File: config.mk
export PLATFORM = sky130hd
export DESIGN_NAME = csc_prep
export DESIGN_NICKNAME = d
export VERILOG_FILES = /design/src/design/csc_pkg.sv /design/src/design/csc_prep.sv
export SDC_FILE = /design/constraint.sdc
export NUM_CORES = 1
export LEC_CHECK = 0
export ABC_AREA = 1
export BUFFER_PORTS_ARGS = -buffer_cell sky130_fd_sc_hd__buf_2
export CORE_MARGIN = 8
export CORE_UTILIZATION = 60
export DETAILED_ROUTE_END_ITERATION = 8
export PLACE_DENSITY = 0.86
export SETUP_SLACK_MARGIN = 0.02
export SLEW_MARGIN = 10
export SYNTH_ARGS = -nofsm -noshare
export SYNTH_HDL_FRONTEND = slang
export SYNTH_SLANG_ARGS = --single-unit
File: constraint.sdc
create_clock -name clk -period 0.8 [get_ports clk]
set_input_delay 0.24 -clock clk [delete_from_list [all_inputs] [get_ports clk]]
set_output_delay 0.24 -clock clk [all_outputs]
set_load 0.03 [all_outputs]
File: src/design/csc_pkg.sv
// Shared types, constants and the arctangent table of the CORDIC sine/cosine unit.
`timescale 1ns / 1ps

package csc_pkg;

    localparam int STEPS   = 16;
    localparam int STEP_W  = $clog2(STEPS);
    localparam int IN_W    = 16;
    localparam int ANG_W   = IN_W + 2;
    localparam int DATA_W  = 34;
    localparam int OUT_W   = 32;
    localparam int ADDR_W  = 3;
    localparam int LATENCY = STEPS + 2;

    localparam logic signed [DATA_W-1:0] GAIN         = 34'sd652032874;
    localparam logic signed [ANG_W-1:0]  ANG_HALF     = 18'sd32768;
    localparam logic signed [ANG_W-1:0]  ANG_QUARTER  = 18'sd16384;
    localparam logic [IN_W-1:0]          QUARTER_STEP = 16'd16384;

    localparam logic REG_TRIG_MODE = 1'b0;

    typedef enum logic
    {
        MODE_CORDIC = 1'b0,
        MODE_FAST   = 1'b1
    } trig_mode_t;

    typedef struct packed
    {
        logic                      fast;
        logic                      neg;
        logic signed [ANG_W-1:0]   ang;
        logic signed [DATA_W-1:0]  x;
        logic signed [DATA_W-1:0]  y;
    } stage_t;

    function automatic logic signed [ANG_W-1:0] atan_turns(input logic [STEP_W-1:0] i);
        logic signed [ANG_W-1:0] r;
        case (i)
            4'd0:    r = 18'sd8192;
            4'd1:    r = 18'sd4836;
            4'd2:    r = 18'sd2555;
            4'd3:    r = 18'sd1297;
            4'd4:    r = 18'sd651;
            4'd5:    r = 18'sd326;
            4'd6:    r = 18'sd163;
            4'd7:    r = 18'sd82;
            4'd8:    r = 18'sd41;
            4'd9:    r = 18'sd20;
            4'd10:   r = 18'sd10;
            4'd11:   r = 18'sd5;
            4'd12:   r = 18'sd3;
            4'd13:   r = 18'sd1;
            4'd14:   r = 18'sd1;
            default: r = 18'sd0;
        endcase
        return r;
    endfunction

endpackage

File: src/design/csc_prep.sv
// Entry cell: quadrant fold for CORDIC and parabola sine/cosine for the fast mode.
`timescale 1ns / 1ps

module csc_prep
(
    input  logic                       clk,
    input  logic                       rst_n,
    input  logic                       in_valid,
    input  logic [csc_pkg::IN_W-1:0]   angle_turns,
    input  csc_pkg::trig_mode_t        mode,
    output logic                       out_valid,
    output csc_pkg::stage_t            out_stage
);

    logic                                 valid_reg;
    csc_pkg::stage_t                      stage_reg;
    csc_pkg::stage_t                      stage_next;
    logic signed [csc_pkg::ANG_W-1:0]     ang0;
    logic [csc_pkg::IN_W-1:0]             cos_angle;
    logic signed [csc_pkg::DATA_W-1:0]    par_sin;
    logic signed [csc_pkg::DATA_W-1:0]    par_cos;

    // 4*p*(1-|p|) in Q30 reduces exactly to 4*phase*(32768-|phase|)
    function automatic logic signed [csc_pkg::DATA_W-1:0] parabola(
        input logic [csc_pkg::IN_W-1:0] a);
        logic signed [csc_pkg::IN_W:0]     ph;
        logic signed [csc_pkg::IN_W:0]     mag;
        logic signed [csc_pkg::IN_W:0]     rem;
        logic signed [csc_pkg::DATA_W-1:0] prod;
        ph   = (csc_pkg::IN_W + 1)'($signed(a));
        mag  = (ph < 0) ? -ph : ph;
        rem  = 17'sd32768 - mag;
        prod = csc_pkg::DATA_W'(ph) * csc_pkg::DATA_W'(rem);
        return prod <<< 2;
    endfunction

    always_comb
    begin
        ang0      = csc_pkg::ANG_W'($signed(angle_turns));
        cos_angle = angle_turns + csc_pkg::QUARTER_STEP;
        par_sin   = parabola(angle_turns);
        par_cos   = parabola(cos_angle);

        stage_next.fast = (mode == csc_pkg::MODE_FAST);
        stage_next.neg  = 1'b0;
        stage_next.ang  = ang0;
        stage_next.x    = csc_pkg::GAIN;
        stage_next.y    = '0;
        if (mode == csc_pkg::MODE_FAST)
        begin
            stage_next.x = par_cos;
            stage_next.y = par_sin;
        end
        else if (ang0 > csc_pkg::ANG_QUARTER)
        begin
            stage_next.ang = ang0 - csc_pkg::ANG_HALF;
            stage_next.neg = 1'b1;
        end
        else if (ang0 < -csc_pkg::ANG_QUARTER)
        begin
            stage_next.ang = ang0 + csc_pkg::ANG_HALF;
            stage_next.neg = 1'b1;
        end
    end

    always_ff @(posedge clk or negedge rst_n)
    begin
        if (!rst_n)
        begin
            valid_reg <= 1'b0;
        end
        else
        begin
            valid_reg <= in_valid;
        end
    end

    always_ff @(posedge clk)
    begin
        stage_reg <= stage_next;
    end

    assign out_valid = valid_reg;
    assign out_stage = stage_reg;

endmodule

# == After elaboration in Yosys (flattened, before gate mapping) ==
# Cells that the tools add are included.
# totals
mem_bits_rw,0
mem_count,0
out_inout_bits,89
word_cells,27
latch_bits,0
romBits,0
ff_bits,89
# op_classes
shift,0
eq_ne,0
div,0
n_reduce_logical,0
muxes,6
bitwise_logic,0
multipliers,2
order_cmp,4
add_sub_neg,7
# ops
op,n
16-bit by 17-bit multiplier with 32-bit output,2
19-bit 2-to-1 mux,2
36-bit 2-to-1 mux,1
17-bit 2-to-1 mux,2
16-bit negation with 17-bit output,2
"17-bit subtractor, first input constant",2
"16-bit by 1-bit < comparator with 1-bit output, second input constant",2
"16-bit by 17-bit adder with 18-bit output, second input constant",1
18-bit 2-to-1 mux,1
"16-bit by 17-bit subtractor with 18-bit output, second input constant",1
"16-bit by 15-bit adder with 16-bit output, second input constant",1
"16-bit greater-than comparator, second input constant",1
"16-bit by 15-bit < comparator with 1-bit output, second input constant",1

# == Longest topological paths before layout ==
# Gate-level depths: netlist of run 1.
# logic_depth
depth_word,5
depth_mapped,46

# == Worst setup path after synthesis of run 1 ==
# No wires, ideal clock.
# synth_path
kind,in2reg
start,input angle_turns[15] in the netlist's numbering
end,"register stage_reg, in the netlist out_stage[65]"
arrival_time_ns,7.927
setup_ns,0.070
cell_stages,40
setup_slack_ns,-7.197
cell_sequence,inv_1 -> clkbuf_1 -> clkbuf_1 -> buf_1 -> ha_1 -> buf_4 -> nand2_1 -> o21ai_0 -> nor3_2 -> nand4_1 -> nor2_1 -> nand4_2 -> nor2_2 -> nand3_1 -> nand2_1 -> nand2_2 -> inv_2 -> nor2_1 -> (+4 left out) -> inv_1 -> fa_1 -> fa_1 -> inv_1 -> fa_1 -> inv_1 -> ha_1 -> a21oi_1 -> inv_1 -> a21oi_1 -> nor3_1 -> nor2_1 -> nand3_1 -> nand3_1 -> nand2_1 -> a21oi_1 -> o21ai_0 -> a21oi_1
# synth_between
elab_chain_cells,5
word_cells_on_any_way,6
cone_classes,3 x add/sub; 1 x mul; 1 x order compare; 1 x mux
# synth_lines
item,line_no,source
from (decl),csc_prep.sv:9,"input logic [csc_pkg::IN_W-1:0] angle_turns,"
16-bit by 15-bit adder with 16-bit output (*),csc_prep.sv:40,cos_angle = angle_turns + csc_pkg::QUARTER_STEP;
16-bit negation with 17-bit output / 16-bit by 1-bit < comparator with 1-bit output (equally long branches),csc_prep.sv:31,mag = (ph < 0) ? -ph : ph;
17-bit 2-to-1 mux,csc_prep.sv:31,
17-bit subtractor,csc_prep.sv:32,rem = 17'sd32768 - mag;
16-bit by 17-bit multiplier with 32-bit output (*),csc_prep.sv:33,prod = csc_pkg::DATA_W'(ph) * csc_pkg::DATA_W'(rem);
to (signal assigned),csc_prep.sv:80,stage_reg <= stage_next;
to (decl),csc_prep.sv:16,csc_pkg::stage_t stage_reg;
# Every way passes the cells marked *; elsewhere a longest branch is shown, timed or not.
# A chain may end at the register's enable or synchronous reset.

# == Worst setup path after layout of run 1 ==
# layout_path
start,input angle_turns[15] in the netlist's numbering
end,"register stage_reg, in the netlist out_stage[64]"
# The elaborated chain is that of the path after synthesis.

==> run_results.csv, run 1 <==
group,metric,value,unit
status,status,"complete, but fails checks",
status,failed_checks,"negative setup slack",
logic_synthesis,synth_top_area_cell,"fa_1",
setup_path,worstPathMaxFanout,6,
logic_synthesis,synth_top_area_frac,0.447,
logic_synthesis,synthAdderAreaFrac,0.541,
job,cap_violations,0,
sta,max_slew.worst_pin.slew,0.624,ns
detailed_routing,drtAntennaViolNets,0,
clock_tree,htreeDepth,3,
detailed_routing,drt_iter0_drc,2977,
logic_synthesis,synth_top_family_by_area,"adder cells",
logic_synthesis,synth.mux.area_fraction,0,
sta,max_freq,0.139,GHz
logic_synthesis,synth_ff_type,"dfxtp_1",
logic_synthesis,synth.top_cells.by_count,"719 x inv_1, 527 x fa_1, 508 x nand2_1",
min_path,whs_path_depth,1,
global_routing,overflow,0,
global_routing,antenna_found_initial,2,
place,dp_cells,3958,
global_routing,grt_pass1_wl,128000,µm
layout,diodes,0,
detailed_routing,routed_wirelength,90900,µm
clock_tree,clk_pin_slew,0.07,ns
sta,relSlewSlack,0.582,
floorplan,die_area,0.0460,mm²
min_path,worstHoldPathType,"input port to flip-flop",
floorplan,rows,72,
floorplan,start_util,0.610,
layout,regArea,0.00172,mm²
sta,setup_slack,-6.38,ns
place,place.gp.congestion,1.03,
layout,fillers,2019,
setup_path,worstPathArrival,7.54,ns
logic_synthesis,synthXorXnorAreaFrac,0.0204,
setup_path,crit_path_top_delay_cell,"fa_1",
setup_path,critPathCaptureType,"flip-flop",
logic_synthesis,seq_area_frac_synth,0.0714,
layout,finish.instance_area,0.0326,mm²
clock_tree,cts-root-buf,"clkbuf_16",
logic_synthesis,synth_area_leaders,"fa_1 45%, inv_1 11%, ha_1 9.4%, nand2_1 8.1%, dfxtp_1 7.0%",
layout,stdcell_count,4090,
layout,final_nets,4292,
detailed_routing,firstDrtPassIters,9,
detailed_routing,viasPerCell,5.90,
place,pre_cts_ws,-6.60,ns
logic_synthesis,syn_inst,2910,
layout,area_growth_syn_to_layout,37.9,%
place,dpl.hpwl,58400,µm
sta,rsz0062_at_grt,"true",
clock_tree,cts_tree,"yes",
logic_synthesis,post_synth_and_or_nand_nor_area_fraction,0.169,
clock_tree,cts_inserted_buffers,9,
logic_synthesis,synth-compound-area-share,0.0600,
layout,layout-drive-gt1-share,0.364,
logic_synthesis,ys_seq_elements,84,
logic_synthesis,synth_most_common_cell,"inv_1",
clock_tree,clk_path_buf_depth,2,
logic_synthesis,synth_edf_count,0,
floorplan,coreArea,0.0387,mm²
place,placed_area,0.0286,mm²
setup_path,required,1.16,ns
setup_path,critPathMaxStageDelay,0.55,ns
detailed_routing,drc,0,
sta,setup_viol,150,
global_routing,grt_pass1_vias,25100,
setup_path,crit_path_start_kind,"input port",
global_routing,grt_max_degree,32,
global_routing,grtUsageTotal,0.352,
sta,layout_min_cycle_time,7.18,ns
floorplan,pin_count,109,
sta,hold_viol,0,
logic_synthesis,syn-cell-area,0.0236,mm²
setup_path,critPathKind,"input port to flip-flop",
detailed_routing,wire_per_inst,22.2,µm
floorplan,fp.dieW,214,µm
logic_synthesis,syn_area_per_cell,8.12,µm²
clock_tree,clock-sinks,84,
detailed_routing,vias,24100,
sta,period_share,8.97,
sta,slew_violations,0,
place,io_buffers,105,
layout,multi_input_area,0.0215,mm²
logic_synthesis,async_reset_ff_frac,0.0119,
logic_synthesis,synth_cell_types,54,
floorplan,die_y,214,µm
sta,holdWs,0.104,ns
logic_synthesis,yosysWarnings,0,
## metal layers
layer | GRT usage | vias up | wire, µm
met5 | 0 | - | 99
met4 | 0.211 | 6 | 8050
met3 | 0.0891 | 684 | 11200
met2 | 0.580 | 1953 | 42100
met1 | 0.413 | 11700 | 29400
li1 | - | 9803 | -
## cell type report
class,instances,area share
flip-flops and latches,84,0.0529
clock inverters,6,0.00150
multi-input cells,2027,0.659
clock buffers,10,0.00733
well taps,518,0.0199
repair buffers,682,0.168
inverters,763,0.0911
## kinds of logic after synthesis
logic type	Yosys count
DFF	84
and+or+nand+nor	964
buffers and inverters	848
AOI/OAI and AO/OA	254
other	2
xor gates and xnor gates	53
adders and majority gates	705
## sequential cells by signal, indices dropped and copies added, names as in the netlist
register,cells
out_stage,83
out_valid,1
## path summary, 6_finish.rpt
check,from,end,slack [ns]
max in group asynchronous,rst_n,out_valid,0.61
hold / removal,angle_turns[13],out_stage[81],0.10
min in group asynchronous,rst_n,out_valid,0.11
setup / recovery,angle_turns[15],out_stage[64],-6.38
## metrics by stage
stage / utilization / setup TNS [ns]
floorplan: - / -322.61
global placement: 0.738 / -332.59
detailed placement: 0.738 / -341.39
CTS: 0.805 / -329.32
global route: 0.841 / -366.55
finish: 0.841 / -357.36
## worst max-delay path, delay by kind of cell
kind | cells | cell delay [ns]
adders and majority gates | 8 | 3.67
buffers and inverters | 11 | 0.96
and+or+nand+nor | 17 | 2.17
AOI/OAI and AO/OA | 3 | 0.51
## placed cells by master (no fill, tap or decap), types with 33 or more instances in the layout
cell type and n:
fa_2 35, nand2_1 394, a21oi_2 38, inv_2 77, nor2_2 39, nand2_2 92
buf_4 510, dfxtp_1 55, nand3_1 47, nand2_4 35, ha_1 117, fa_1 492
ha_4 58, o21ai_2 33, inv_1 654, nor2_1 241, conb_1 51, buf_6 83
a21oi_1 59, buf_2 69
## what timing repair did
| item | 4_1_cts | 5_1_grt |
|---|---|---|
| buffers inserted | 68 | 54 |
| gates cloned | 1 | 0 |
| gates resized for setup | 471 | 298 |
| hold buffers | 2 | 0 |
| hold endpoints to repair | 2 | 0 |
| pin swaps | 204 | 173 |
| setup endpoints to repair | 150 | 150 |
Power of run 1 is left out: the tool's default activity adds up to more than one toggle a clock period on the data nets, which glitch-free logic cannot reach.
==> run 2: changes to the inputs <==
clock period = 9 ns   (was 0.8 ns; I/O delays follow)
==> run 2 against run 1 <==
The run still ends with negative setup slack left; critical path depth rose by 1; worst hold slack improved by 2.0 ns; count of clock-buffer cells in the layout fell by 1; wire length fell by 16%; non-clock buffer count fell by 43; design area fell by 4.1%; via count fell by 7.6%.
==> run_results.csv, run 2 (synthesis gave the netlist of run 1 again) <==
group,metric,value,unit
global_routing,overflow,0,
floorplan,fp.dieW,214,µm
floorplan,pin_count,109,
setup_path,crit_top_cell,"inv_2",
setup_path,worstPathArrival,9.70,ns
layout,largest_register_ffs,83,
setup_path,worstPathMaxFanout,7,
detailed_routing,wire_per_inst,19.0,µm
global_routing,antenna_found_initial,1,
layout,area_growth_syn_to_layout,32.3,%
place,placed_area,0.0282,mm²
detailed_routing,drtAntennaViolNets,0,
detailed_routing,drt_iter0_drc,2068,
setup_path,critPathMaxStageDelay,0.54,ns
setup_path,cpLargestDelayFamily,"adder cells",
sta,relSlewSlack,0.208,
setup_path,crit_path_top_delay_cell,"fa_2",
sta,period_share,1.04,
layout,finish.instance_area,0.0312,mm²
clock_tree,htreeDepth,3,
floorplan,die_y,214,µm
place,io_buffers,105,
sta,setup_slack,-0.356,ns
clock_tree,clk_pin_slew,0.08,ns
layout,final_nets,4249,
setup_path,critPathKind,"input port to flip-flop",
setup_path,worst-path-buf-inv,12,
detailed_routing,vias,22300,
global_routing,grt_max_degree,53,
place,place.gp.congestion,0.986,
sta,max_freq,0.107,GHz
floorplan,coreArea,0.0387,mm²
clock_tree,ctsHoldBuffers,0,
layout,layout-drive-gt1-share,0.315,
place,dpl.hpwl,58600,µm
global_routing,grt_pass1_wl,120000,µm
layout,fillers,2365,
detailed_routing,firstDrtPassIters,5,
setup_path,crit_path_start_kind,"input port",
layout,fin_util,0.807,
sta,max_slew.worst_pin.slew,1.18,ns
place,pre_cts_ws,-0.993,ns
layout,stdcell_count,4048,
sta,hold_viol,0,
detailed_routing,drc,0,
job,cap_violations,0,
clock_tree,clk_path_buf_depth,2,
setup_path,required,9.34,ns
global_routing,grt_pass1_vias,24000,
min_path,worstHoldPathType,"input port to asynchronous set/reset pin",
place,dp_cells,3928,
setup_path,critPathCaptureType,"flip-flop",
floorplan,die_area,0.0460,mm²
status,failed_checks,"negative setup slack",
detailed_routing,viasPerCell,5.50,
global_routing,grtUsageTotal,0.325,
floorplan,start_util,0.610,
sta,slew_violations,0,
sta,setup_viol,30,
clock_tree,cts-root-buf,"clkbuf_16",
layout,final_cell_mix,"672 x inv_1, 497 x fa_1, 483 x buf_4",
status,status,"complete, but fails checks",
clock_tree,clock-sinks,84,
sta,layout_min_cycle_time,9.36,ns
layout,regArea,0.00169,mm²
detailed_routing,routed_wirelength,76800,µm
clock_tree,cts_tree,"yes",
clock_tree,cts_inserted_buffers,9,
floorplan,rows,72,
layout,layout_commonest_cell,"inv_1",
layout,multi_input_area,0.0208,mm²
sta,rsz0062_at_grt,"true",
## run 2: cell count changes in the layout (fill, tap and decap cells not counted), sizes merged, moves of 2 or more
cell,before,now
buf,679,639
inv,745,749
clkinvlp,7,4
bufinv,0,2
clkinv,17,15
dlygate4sd3,2,0
## run 2: cell type report
cell class                 count  area share
antenna                        1   0.0000801
clock buffer                   9     0.00721
clock inverter                 7     0.00336
inverter                     763      0.0942
multi-input combinational   2027       0.664
sequential                    84      0.0540
tap                          518      0.0207
timing repair buffer         639       0.156
## run 2: worst max path at each step
stage                     slack [ns]            end             from  cells after the start
after floorplan                -0.44  out_stage[67]  angle_turns[15]                     41
after global placement         -0.83  out_stage[33]   angle_turns[1]                     37
after detailed placement       -0.99  out_stage[33]   angle_turns[0]                     37
after CTS                      -0.09  out_stage[33]   angle_turns[1]                     39
after global routing           -0.68  out_stage[65]  angle_turns[15]                     37
final                          -0.36  out_stage[65]  angle_turns[15]                     40
## run 2: repair_timing
item                                    CTS  global route
gates resized for setup                 244           240
setup buffers                            66            43
endpoints found under the setup margin   34            41
pin swaps                               147           150
## run 2: metal layers
| metal | track usage | vias to the layer above | wire [µm] |
|---|---|---|---|
| li1 | - | 9698 | - |
| met1 | 0.411 | 11000 | 28200 |
| met2 | 0.536 | 1232 | 37100 |
| met3 | 0.0693 | 322 | 7420 |
| met4 | 0.144 | 2 | 4000 |
| met5 | 0 | - | 13 |
## run 2: metrics by stage
step | setup TNS (ns) | hold WS, ns
detailed placement | -22.70 | 2.48
finish | -5.69 | 2.06
floorplan | -8.38 | 2.40
global route | -14.49 | 2.04
global placement | -18.34 | 2.47
CTS | -0.466 | 2.04
Power of run 2 is left out for the same reason.
