--- src/design/csc_pkg.sv ---
// Shared types, constants and the arctangent table of the CORDIC sine/cosine unit.
`timescale 1ns / 1ps

package csc_pkg;

    localparam int STEPS   = 16;
    localparam int STEP_W  = $clog2(STEPS);
    localparam int IN_W    = 16;
    localparam int ANG_W   = IN_W + 2;
    localparam int DATA_W  = 34;
    localparam int OUT_W   = 32;
    localparam int ADDR_W  = 3;
    localparam int LATENCY = STEPS + 2;

    localparam logic signed [DATA_W-1:0] GAIN         = 34'sd652032874;
    localparam logic signed [ANG_W-1:0]  ANG_HALF     = 18'sd32768;
    localparam logic signed [ANG_W-1:0]  ANG_QUARTER  = 18'sd16384;
    localparam logic [IN_W-1:0]          QUARTER_STEP = 16'd16384;

    localparam logic REG_TRIG_MODE = 1'b0;

    typedef enum logic
    {
        MODE_CORDIC = 1'b0,
        MODE_FAST   = 1'b1
    } trig_mode_t;

    typedef struct packed
    {
        logic                      fast;
        logic                      neg;
        logic signed [ANG_W-1:0]   ang;
        logic signed [DATA_W-1:0]  x;
        logic signed [DATA_W-1:0]  y;
    } stage_t;

    function automatic logic signed [ANG_W-1:0] atan_turns(input logic [STEP_W-1:0] i);
        logic signed [ANG_W-1:0] r;
        case (i)
            4'd0:    r = 18'sd8192;
            4'd1:    r = 18'sd4836;
            4'd2:    r = 18'sd2555;
            4'd3:    r = 18'sd1297;
            4'd4:    r = 18'sd651;
            4'd5:    r = 18'sd326;
            4'd6:    r = 18'sd163;
            4'd7:    r = 18'sd82;
            4'd8:    r = 18'sd41;
            4'd9:    r = 18'sd20;
            4'd10:   r = 18'sd10;
            4'd11:   r = 18'sd5;
            4'd12:   r = 18'sd3;
            4'd13:   r = 18'sd1;
            4'd14:   r = 18'sd1;
            default: r = 18'sd0;
        endcase
        return r;
    endfunction

endpackage

--- src/design/csc_cell.sv ---
// One CORDIC rotation cell of the chain; fast-mode items pass through unchanged.
`timescale 1ns / 1ps

module csc_cell
(
    input  logic                        clk,
    input  logic                        rst_n,
    input  logic [csc_pkg::STEP_W-1:0]  step,
    input  logic                        in_valid,
    input  csc_pkg::stage_t             in_stage,
    output logic                        out_valid,
    output csc_pkg::stage_t             out_stage
);

    logic                               valid_reg;
    csc_pkg::stage_t                    stage_reg;
    csc_pkg::stage_t                    stage_next;
    logic signed [csc_pkg::DATA_W-1:0]  xs;
    logic signed [csc_pkg::DATA_W-1:0]  ys;
    logic signed [csc_pkg::ANG_W-1:0]   atan;

    always_comb
    begin
        xs         = in_stage.x >>> step;
        ys         = in_stage.y >>> step;
        atan       = csc_pkg::atan_turns(step);
        stage_next = in_stage;
        if (!in_stage.fast)
        begin
            if (in_stage.ang >= 0)
            begin
                stage_next.x   = in_stage.x - ys;
                stage_next.y   = in_stage.y + xs;
                stage_next.ang = in_stage.ang - atan;
            end
            else
            begin
                stage_next.x   = in_stage.x + ys;
                stage_next.y   = in_stage.y - xs;
                stage_next.ang = in_stage.ang + atan;
            end
        end
    end

    always_ff @(posedge clk or negedge rst_n)
    begin
        if (!rst_n)
        begin
            valid_reg <= 1'b0;
        end
        else
        begin
            valid_reg <= in_valid;
        end
    end

    always_ff @(posedge clk)
    begin
        stage_reg <= stage_next;
    end

    assign out_valid = valid_reg;
    assign out_stage = stage_reg;

endmodule

--- config.mk ---
export PLATFORM = sky130hd
export DESIGN_NAME = csc_cell
export DESIGN_NICKNAME = d
export VERILOG_FILES = /design/src/design/csc_pkg.sv /design/src/design/csc_cell.sv
export SDC_FILE = /design/constraint.sdc
export NUM_CORES = 1
export LEC_CHECK = 0
export ABC_AREA = 1
export BUFFER_PORTS_ARGS = -buffer_cell sky130_fd_sc_hd__clkbuf_2
export CORE_MARGIN = 10
export CORE_UTILIZATION = 60
export CTS_CLUSTER_SIZE = 24
export DETAILED_ROUTE_END_ITERATION = 8
export GPL_TIMING_DRIVEN = 0
export PLACE_DENSITY = 0.91
export SLEW_MARGIN = 20
export SYNTH_ARGS = -nofsm -noshare
export SYNTH_HDL_FRONTEND = slang
export SYNTH_SLANG_ARGS = --single-unit
--- constraint.sdc ---
create_clock -name clk -period 0.84 [get_ports clk]
set_clock_uncertainty 0.1 [all_clocks]
set_input_delay 0.252 -clock clk [delete_from_list [all_inputs] [get_ports clk]]
set_output_delay 0.252 -clock clk [all_outputs]
set_load 0.05 [all_outputs]
==> results by group, run 1 <==
Run status
  – Status: did not finish
  – Failing step: 5_1_grt
  – Error msg: [ERROR GRT-0232] Routing congestion too high. Check the congestion heatmap in the GUI.

Global route
  – Initial antenna violation count: 9
  – Grt total ovfl: 11
  – Gr usage total: 69.2%
  – Pin count of the biggest net entering global routing: 16

Floorplanning
  – Ports: 184
  – Std-Cell Rows: between 50 and 60
  – Die H: 167 um
  – DIE WIDTH: 167 um
  – Starting density of the core: 61.4%

Synth
  – Post-synthesis cell area: 13,000 um^2
  – Register area share after synthesis: between 10% and 20%
  – Syn nets: 2,478
  – Syn_area_per_cell: 5.67 um^2
  – Synth area leader: nand2_1
  – Most frequent cells after synthesis: nand2_1 (751), nand3_1 (343), inv_1 (200)
  – Share of the synthesized area in the top cell type: 21.7%
  – #FFs+latches synth: 89
  – Cell with the most instances after synthesis: nand2_1
  – Gate Count Post-Synth: between 2,000 and 2,500
  – Netlist cell types: 52
  – Ys flop type: dfxtp_1
  – Asr flop ratio synth: 1.12%
  – Top cells by area in the synthesized netlist: nand2_1 (22%), dfxtp_1 (14%), nand3_1 (13%), ha_1 (8.7%), inv_1 (5.8%)
  – Yosys Warn Count: 0
  – Number of synthesized flops with an enable pin: 0

Timing
  – Last worst endpoint in the global-route repair_timing: out_stage[33]$_DFF_P_/D
  – Worst ep type: register input

Placed design
  – GPL Wtd Cong: 1.20
  – Post-DP HPWL: ~44,000 um
  – Worst slack, placed: -4030 ps
  – Port Buffer Count: 182

Clock tree
  – Clock Sinks: about 90
  – CTS buffer count: 9
  – CTS max path bufs: 2
  – CTS root buf: clkbuf_16
  – H-tree lvl count: 3
==> repair_timing <==
item / in CTS
pin swaps: 133
endpoints found under the setup margin: 175
hold buffers: 4
setup buffers: 88
endpoints found under the hold margin: 5
gates resized for setup: 354
cloned: 2
==> metrics by stage <==
| stage | cells | cell area [um^2] |
|---|---|---|
| after global placement | 2747 | 15400 |
| after detailed placement | 2747 | 15400 |
| after CTS | 2857 | 18000 |
| after floorplan | 2290 | 14100 |
==> layer usage <==
metal	overflow	GRT usage, %
met5	0	39.5
met2	5	83.1
met3	0	59.4
met1	1	66.4
met4	5	68.2
==> kinds of logic after synthesis <==
logic type / share of synthesized area, %
flops: 13.8
buf+inv: 9.32
fa+ha+maj: 9.13
simple gates: 49.1
compound gates: 13.4
xor+xnor: 5.26
==> run 2, diff against run 1 <==
Settings changed: CORE_UTILIZATION 60 to 40, CTS_CLUSTER_SIZE 24 to not set, PLACE_DENSITY 0.91 to not set, PLACE_DENSITY_LB_ADDON set to 0.15.
==> results by group, run 2 <==
Min path
  – Hold Crit Class: in -> reg
  – Worst Min Path Start: in_stage[68]
  – Min-Delay Path Depth: 3
  – Worst Hold End: out_stage[68]$_DFF_P_

Setup path
  – CP Class: in -> reg
  – Critical Path Source Type: input pin
  – Most frequent CP cell: nand2_1
  – Critical Path AT: 4090 ps
  – Crit Path Max Fanout: 7
  – Worst Setup End Kind: flop
  – Max stage delay on crit path: 330 ps
  – Worst path slowest cell: nor4_4
  – Worst EP required: 1030 ps

Synth
  – Netlist cell types: 52 (unchanged)
  – Syn_area_per_cell: 5.67 um^2 (unchanged)
  – Asr flop ratio synth: 1.12% (unchanged)
  – Post-synthesis cell area: 13,000 um^2 (unchanged)
  – Top cells by area in the synthesized netlist: nand2_1 (22%), dfxtp_1 (14%), nand3_1 (13%), ha_1 (8.7%), inv_1 (5.8%)
  – Cell with the most instances after synthesis: nand2_1
  – Gate Count Post-Synth: 2,290 (unchanged)
  – Number of synthesized flops with an enable pin: 0 (unchanged)
  – #FFs+latches synth: 89 (unchanged)
  – Ys flop type: dfxtp_1
  – Syn nets: 2,478 (unchanged)
  – Register area share after synthesis: 13.8% (unchanged)
  – Share of the synthesized area in the top cell type: 21.7% (unchanged)
  – Most frequent cells after synthesis: nand2_1 (751), nand3_1 (343), inv_1 (200)
  – Yosys Warn Count: 0 (unchanged)
  – Synth area leader: nand2_1

Floorplanning
  – DIE WIDTH: 200 um (+20%)
  – Std-Cell Rows: 65 (+23%)
  – Die H: 200 um (+20%)
  – Ports: 184 (unchanged)
  – Die Area: approximately 40,000 um^2
  – Core Footprint: 31,800 um^2
  – Starting density of the core: 40.8% (-21 points)

Detailed routing
  – Avg WL per Cell: 21.7 um
  – Vias/cell: around 5.6
  – Routed wire length: just under 70,000 um
  – Routed Antenna Nets: 0
  – DRC Markers: 0
  – Routed vias: 17,567
  – Drt first-iter violations: 1,603
  – 1st-pass router iterations: 5

Finish
  – Layout Nets: approximately 2,900
  – Utilization after layout: 66.4%
  – Most frequent cells in the layout: nand2_1 (572), nand3_1 (178), clkbuf_2 (172), buf_4 (159), inv_1 (157)
  – Most common cell after layout, fill and taps aside: nand2_1
  – Non-Filler Instances: 3,118
  – N_diodes: 0
  – Area grow syn2layout: 62.7%
  – Largest register FFs: 88
  – Design area: 21,100 um^2
  – Fraction of layout cells with a size suffix above 1: between 40% and 50%

Clock tree
  – CTS max path bufs: 2 (unchanged)
  – CTS buffer count: 9 (unchanged)
  – Clk pin slew, worst setup/hold paths: 70 ps
  – H-tree lvl count: 3 (unchanged)
  – CTS root buf: clkbuf_16
  – Clock Sinks: 89 (unchanged)
  – # hold bufs at CTS: 13 (+9)
  – CTS tree: built

Run status
  – Status: complete, but fails checks
  – Failing checks: hold timing, setup timing

Timing
  – Fmax: 0.256 GHz
  – Final setup fails: 175
  – RSZ-0062 raised after global routing: yes
  – Min Clock Period, post-route: 3900 ps
  – Worst-case hold slack: -16.1 ps
  – Hold Vio Cnt, Final: 3
  – Crit share post-route: 464%
  – Final setup margin: -3060 ps
  – Relative slew slack: 15.6%
  – Setup TNS: -252,050 ps
  – Worst-margin pin slew: 1270 ps
  – Slew Limit Fails: 0

Global route
  – GR peak layer: met2
  – Grt total ovfl: 0
  – Number of global-route vias before repair: 16,238
  – Met1 global-route usage: around two fifths
  – Pin count of the biggest net entering global routing: 15
  – First-pass GRT wire length: 96,700 um
  – Initial antenna violation count: 1
  – GR Util met2: 49.3%
  – Met3 GRT Util: 4.51%
  – Gr usage total: 30.8%

Placed design
  – GPL Wtd Cong: 1.02 (-15%)
  – Dpl cells: 2,907 (+5.8%)
  – Port Buffer Count: 182 (unchanged)
  – Worst slack, placed: -4260 ps (-229 ps)
  – Placed cell area: 15,600 um^2 (+1.3%)
  – Post-DP HPWL: 50,300 um (+13%)

Run
  – Max-cap violation count: 0

Power
  – Max VDD drop: approximately 0.0011 V
  – Pwr dens: 1690 nW/um^2
  – Tot Pwr: 35.6 mW
  – Leak Pwr: 10.0 nW
-- run 2: cell counts after synthesis --
Identical to the previous run, type by type.
-- run 2: cell type report --
class / count / area [um^2]
timing repair buffer: 377 / 2900
multi-input combinational: 1911 / 13900
inverter: 209 / 811
clock buffer: 11 / 243
sequential: 89 / 1900
clock inverter: 5 / 55.1
buffer: 81 / 756
fill: 2809 / 10700
tap: 435 / 544
-- run 2: cell families after synthesis --
group                    count (synthesis)  share of synthesized area [%]
AO/OA/AOI/OAI                          299                           13.4
XOR/XNOR                                78                           5.26
adder cells (fa/ha/maj)                 93                           9.13
buffers and inverters                  290                           9.32
flip-flops                              89                           13.8
AND/OR/NAND/NOR                       1441                           49.1
-- run 2: worst max-delay path, delay by kind of cell --
kind / cells / cell delay (ps)
simple gates: 20 / 2330
buf+inv: 9 / 940
fa+ha+maj: 1 / 310
xor+xnor: 1 / 230
-- run 2: worst max-delay path by stage --
stage | from | endpoint | depth (start not counted)
after CTS | step[0] | out_stage[33]$_DFF_P_ | 30
after global routing | step[0] | out_stage[33]$_DFF_P_ | 29
final | step[0] | out_stage[33]$_DFF_P_ | 31
after floorplan | step[0] | out_stage[81]$_DFF_P_ | 27
after global placement | in_stage[85] | out_stage[29]$_DFF_P_ | 20
after detailed placement | in_stage[85] | out_stage[29]$_DFF_P_ | 20
-- run 2: power breakdown --
part,internal (mW),switching (mW)
combinational,9.89,15.9
clock,2.37,1.99
sequential,5.21,0.272
-- run 2: metal layers --
layer	up-vias	share of wire [%]
li1	8333	-
met1	8377	43
met2	729	46
met3	126	7.3
met4	2	3.7
met5	-	0.012
-- run 2: repair_timing --
action	in CTS	in global routing
endpoints found under the hold margin	19	2
gates cloned	2	3
setup buffers	104	73
pin swaps	152	194
endpoints found under the setup margin	175	175
gates resized for setup	465	428
Power figures use the tool's default switching activity.
==> run 3, diff against run 2 <==
Settings changed: CELL_PAD_IN_SITES_DETAIL_PLACEMENT set to 1, CELL_PAD_IN_SITES_GLOBAL_PLACEMENT set to 2, CORE_UTILIZATION 40 to 31.
Clock period 0.84 ns to 3.8 ns, I/O delays scaled along.
==> results by group, run 3 (synthesized netlist as in run 2, its figures left out) <==
Floorplanning
  – Die Area: 50,500 um^2 (+26%)
  – Starting density of the core: 31.6% (-9.2 points)
  – Die H: 225 um (+12%)
  – Core Footprint: 41,100 um^2 (+29%)
  – Ports: 184 (unchanged)
  – DIE WIDTH: 225 um (+12%)
  – Std-Cell Rows: 74 (+14%)

Setup path
  – Worst Setup End Kind: flop
  – Worst path slowest cell: nor3_4
  – Critical Path Start: step[0]
  – CP Class: in -> reg
  – Critical Path AT: 5090 ps (+1000 ps)
  – Worst EP required: 4000 ps (+2970 ps)
  – Critical Path Source Type: input pin
  – Crit Path Max Fanout: 7 (unchanged)
  – Max stage delay on crit path: 270 ps (-60 ps)
  – Most frequent CP cell: nand2_1

Clock tree
  – CTS max path bufs: 2 (unchanged)
  – # hold bufs at CTS: 0 (-13)
  – CTS root buf: clkbuf_16
  – Clk pin slew, worst setup/hold paths: 80 ps (about the same)
  – CTS tree: built
  – CTS buffer count: 9 (unchanged)
  – H-tree lvl count: 3 (unchanged)
  – Clock Sinks: 89 (unchanged)

Placed design
  – GPL Wtd Cong: 0.984 (-3.9%)
  – Port Buffer Count: 182 (unchanged)
  – Worst slack, placed: -2490 ps (+1770 ps)
  – Post-DP HPWL: 56,800 um (+13%)
  – Dpl cells: 3,004 (+3.3%)

Power
  – Pwr dens: 379 nW/um^2 (-78%)
  – Tot Pwr: 7.58 mW (-79%)
  – Max VDD drop: 0.000275 V (-76%)
  – Leak Pwr: 9.59 nW (-4.1%)

Finish
  – Fraction of layout cells with a size suffix above 1: 42.1% (-7.1 points)
  – Most frequent cells in the layout: nand2_1 (607), nand3_1 (195), clkbuf_2 (191), inv_1 (169), buf_4 (146)
  – Area grow syn2layout: 54.0%
  – Layout Nets: 2,822 (-1.5%)
  – Largest register FFs: 88 (unchanged)
  – N_diodes: 0 (unchanged)
  – Non-Filler Instances: 3,171 (+1.7%)
  – Most common cell after layout, fill and taps aside: nand2_1

Timing
  – Final setup fails: 71 (-59%)
  – Crit share post-route: 129%
  – Hold Vio Cnt, Final: 0 (-3)
  – Min Clock Period, post-route: 4890 ps
  – Setup TNS: -42,720 ps (+209,320 ps)
  – Slew Limit Fails: 0 (unchanged)
  – Relative slew slack: 21.6% (+6.0 points)
  – Worst-case hold slack: 402 ps (+418 ps)
  – Fmax: 0.205 GHz
  – RSZ-0062 raised after global routing: yes
  – Final setup margin: -1090 ps (+1970 ps)
  – Worst-margin pin slew: 1180 ps (-89.7 ps)

Global route
  – Gr usage total: 27.4% (-3.4 points)
  – Initial antenna violation count: 2 (+1)
  – Grt total ovfl: 0 (unchanged)
  – First-pass GRT wire length: 105,000 um (+8.6%)
  – Pin count of the biggest net entering global routing: 17 (+2)
  – Number of global-route vias before repair: 16,923 (+4.2%)

Detailed routing
  – Routed vias: 17,187 (-2.2%)
  – 1st-pass router iterations: 5 (unchanged)
  – Drt first-iter violations: 1,057 (-34%)
  – DRC Markers: 0 (unchanged)
  – Routed wire length: 73,300 um (+8.4%)
  – Vias/cell: 5.42 (-3.8%)
  – Routed Antenna Nets: 0 (unchanged)
  – Avg WL per Cell: 23.1 um (+6.6%)

Run status
  – Failing checks: setup timing
  – Status: complete, but fails checks

Run
  – Max-cap violation count: 0 (unchanged)

Min path
  – Hold Crit Class: in -> async
run 3: changes by cell type in the layout (fill, tap and decap cells not counted), moves of 16 or more:
cell,before,now
nand2_2,151,125
dfxtp_1,1,88
nand3_1,178,195
dfxtp_2,87,0
nand3_2,141,125
clkbuf_2,172,191
nand2_1,572,607
run 3: worst max-delay path: cells and delay by family:
kind	cells	cell delay, ps
and+or+nand+nor	19	2200
buffers and inverters	7	830
AOI/OAI and AO/OA	3	670
adders and majority gates	1	210
run 3: report_power, final:
part / total [mW] / switching, mW / internal, mW / leakage (nW)
clock network: 1.05 / 0.467 / 0.582 / 0.157
logic: 5.37 / 3.45 / 1.92 / 8.68
registers: 1.16 / 0.0462 / 1.12 / 0.754
total: 7.58 / 3.96 / 3.62 / 9.59
run 3: repair_timing:
| action | in CTS | in global routing |
|---|---|---|
| gates cloned | 1 | 2 |
| endpoints found under the setup margin | 79 | 74 |
| gates resized for setup | 316 | 399 |
| pin swaps | 106 | 173 |
| buffers inserted | 62 | 86 |
run 3: final cells by class:
cell class	instances	area (um^2)
inverters	209	807
well taps	532	666
clock inverters	7	98.8
flip-flops and latches	89	1790
multi-input cells	1911	13500
clock buffers	9	225
plain buffers	81	747
fillers	5301	21100
repair buffers	333	2170
run 3: final timing paths:
check	endpoint	slack, ps
max	out_stage[33]$_DFF_P_	-1090
min	out_valid$_DFF_PN0_	400
max in group asynchronous	out_valid$_DFF_PN0_	3110
min in group clk	out_stage[86]$_DFF_P_	740
run 3: per-stage QoR:
stage	instance area [um^2]	util, %
global route	20000	48.7
detailed placement	15500	37.7
global placement	15500	37.7
floorplan	13900	-
CTS	17600	42.8
finish	20000	48.7
run 3: metal layers:
| layer | global-route usage (%) | up-vias | share of wire [%] |
|---|---|---|---|
| met1 | 35.6 | 8477 | 45 |
| met2 | 45.7 | 394 | 48 |
| met4 | 9.04 | 0 | 2.9 |
| met5 | 0 | - | 0 |
| met3 | 3.85 | 68 | 4.3 |
| li1 | - | 8248 | - |
==> run 4, diff against run 3 <==
Settings changed: CORE_MARGIN 10 to 5, CTS_BUF_LIST set to sky130_fd_sc_hd__clkbuf_8.
==> results by group, run 4 (synthesized netlist as in run 2, its figures left out) <==
Timing
  – Hold Vio Cnt, Final: 0 (unchanged)
  – Setup TNS: -47,010 ps (-4280 ps)
  – Final setup margin: -1060 ps (+27.4 ps)
  – Worst-margin pin slew: 1160 ps (-17.0 ps)
  – Slew Limit Fails: 0 (unchanged)
  – Final setup fails: 73 (+2.8%)
  – Crit share post-route: 128% (-0.72 points)
  – Relative slew slack: 22.7% (+1.1 points)
  – Min Clock Period, post-route: 4860 ps (-27.4 ps)
  – Fmax: 0.206 GHz (+0.56%)
  – RSZ-0062 raised after global routing: yes

Finish
  – N_diodes: 0 (unchanged)
  – Layout Nets: 2,913 (+3.2%)
  – Fraction of layout cells with a size suffix above 1: 49.9% (+7.8 points)
  – Largest register FFs: 88 (unchanged)
  – Layout fillers: 5,301 (unchanged)
  – Design area: 21,800 um^2 (+8.9%)
  – Storage cell area: 1790 um^2 (unchanged)
  – Most frequent cells in the layout: nand2_1 (562), buf_4 (195), clkbuf_2 (190), nand3_2 (163), nand3_1 (159)
  – Area of the multi-input gates: 14,400 um^2 (+7.0%)
  – Most common cell after layout, fill and taps aside: nand2_1
  – Area grow syn2layout: 67.7%

Detailed routing
  – Routed wire length: 78,300 um (+6.7%)
  – Wire length on met2: 37,700 um (+7.9%)
  – Routed wl met3: 3620 um (+16%)
  – DRC Markers: 0 (unchanged)
  – Vias/cell: 5.45 (+0.54%)
  – Met1 WL: 34,200 um (+3.6%)
  – Max layer used: met4
  – Drt first-iter violations: 1,010 (-4.4%)
  – Routed Antenna Nets: 0 (unchanged)
  – Avg WL per Cell: 23.9 um (+3.5%)
  – Routed vias: 17,814 (+3.6%)
  – 1st-pass router iterations: 5 (unchanged)

Placed design
  – Post-DP HPWL: 56,500 um (-0.67%)
  – Port Buffer Count: 182 (unchanged)
  – Placed cell area: 15,500 um^2 (about the same)
  – GPL Wtd Cong: 0.984 (about the same)

Setup path
  – Worst Setup End Kind: flop
  – Worst EP required: 4070 ps (+70 ps)
  – Critical Path Source Type: input pin
  – Buffers plus inverters on the worst setup path: 17 (+10)
  – Worst path slowest cell: ha_4
  – Critical Path AT: 5140 ps (+50 ps)
  – CP top delay family: buffers and inverters
  – Crit Path Max Fanout: 8 (+1)
  – Most frequent CP cell: buf_4
  – Max stage delay on crit path: 280 ps (about the same)
  – CP Class: in -> reg

Floorplanning
  – Std-Cell Rows: 75 (+1.4%)
  – Starting density of the core: 31.2% (-0.42 points)
  – Die H: 215 um (-4.5%)
  – Ports: 184 (unchanged)
  – Die Area: 46,100 um^2 (-8.7%)
  – DIE WIDTH: 215 um (-4.5%)
  – Core Footprint: 41,700 um^2 (+1.4%)

Clock tree
  – H-tree lvl count: 3 (unchanged)
  – Clock Sinks: 89 (unchanged)
  – # hold bufs at CTS: 0 (unchanged)
  – CTS root buf: clkbuf_8
  – CTS buffer count: 9 (unchanged)
  – CTS tree: built
  – Clk pin slew, worst setup/hold paths: 110 ps (+30 ps)
  – CTS max path bufs: 2 (unchanged)

Run status
  – Failing checks: setup timing
  – Status: complete, but fails checks

Global route
  – Number of global-route vias before repair: 17,772 (+5.0%)
  – Initial antenna violation count: 1 (-1)
  – First-pass GRT wire length: 109,000 um (+3.8%)
  – Grt total ovfl: 0 (unchanged)
  – Pin count of the biggest net entering global routing: 17 (unchanged)
  – Gr usage total: 30.9% (+3.5 points)

Run
  – Max-cap violation count: 0 (unchanged)

Power
  – Pwr dens: 372 nW/um^2 (-2.0%)
  – Tot Pwr: 8.09 mW (+6.7%)
  – Leak Pwr: 10.3 nW (+7.5%)
  – Max VDD drop: 0.000233 V (-15%)

Min path
  – Hold Crit Class: in -> async
-- run 4: what timing repair did --
item | in CTS | in global routing
setup buffers | 152 | 90
gates cloned | 5 | 1
pin swaps | 201 | 183
setup endpoints to repair | 78 | 75
resized for setup | 577 | 405
-- run 4: report_power, final --
part	leakage [nW]	internal, mW	switching [mW]
clock	0.108	0.331	0.481
sequential	0.754	1.12	0.0488
combinational	9.45	2.34	3.78
-- run 4: cell type report --
cell class,count,area share [%]
tap,539,3.10
sequential,89,8.20
timing repair buffer,424,14.2
buffer,81,3.50
inverter,209,3.71
clock inverter,6,0.339
clock buffer,10,0.632
multi-input combinational,1911,66.3
-- run 4: layer usage --
layer	global-route usage [%]	vias to the layer above
li1	-	8430
met1	40.6	8814
met2	51.6	456
met3	4.66	114
met4	10.9	0
met5	0	-
-- run 4: worst max-delay path by stage --
stage / start / slack (ps) / cells past startpoint / endpoint
final: step[0] / -1060 / 31 / out_stage[3]$_DFF_P_
after global routing: step[0] / -1170 / 31 / out_stage[3]$_DFF_P_
after CTS: step[0] / -880 / 31 / out_stage[33]$_DFF_P_
after detailed placement: in_stage[85] / -2450 / 20 / out_stage[29]$_DFF_P_
after global placement: in_stage[85] / -2450 / 19 / out_stage[29]$_DFF_P_
after floorplan: step[0] / -540 / 27 / out_stage[81]$_DFF_P_
-- run 4: per-stage QoR --
stage          instances  setup slack (ps)  hold WS, ps  utilization [%]
2_1_floorplan       2290              -542          744                -
3_3_place_gp        3011             -2450          814             37.3
3_5_place_dp        3011             -2450          817             37.3
4_1_cts             3184              -878          296             46.5
5_1_grt             3269             -1170          310             52.3
6_report            3269             -1060          326             52.3
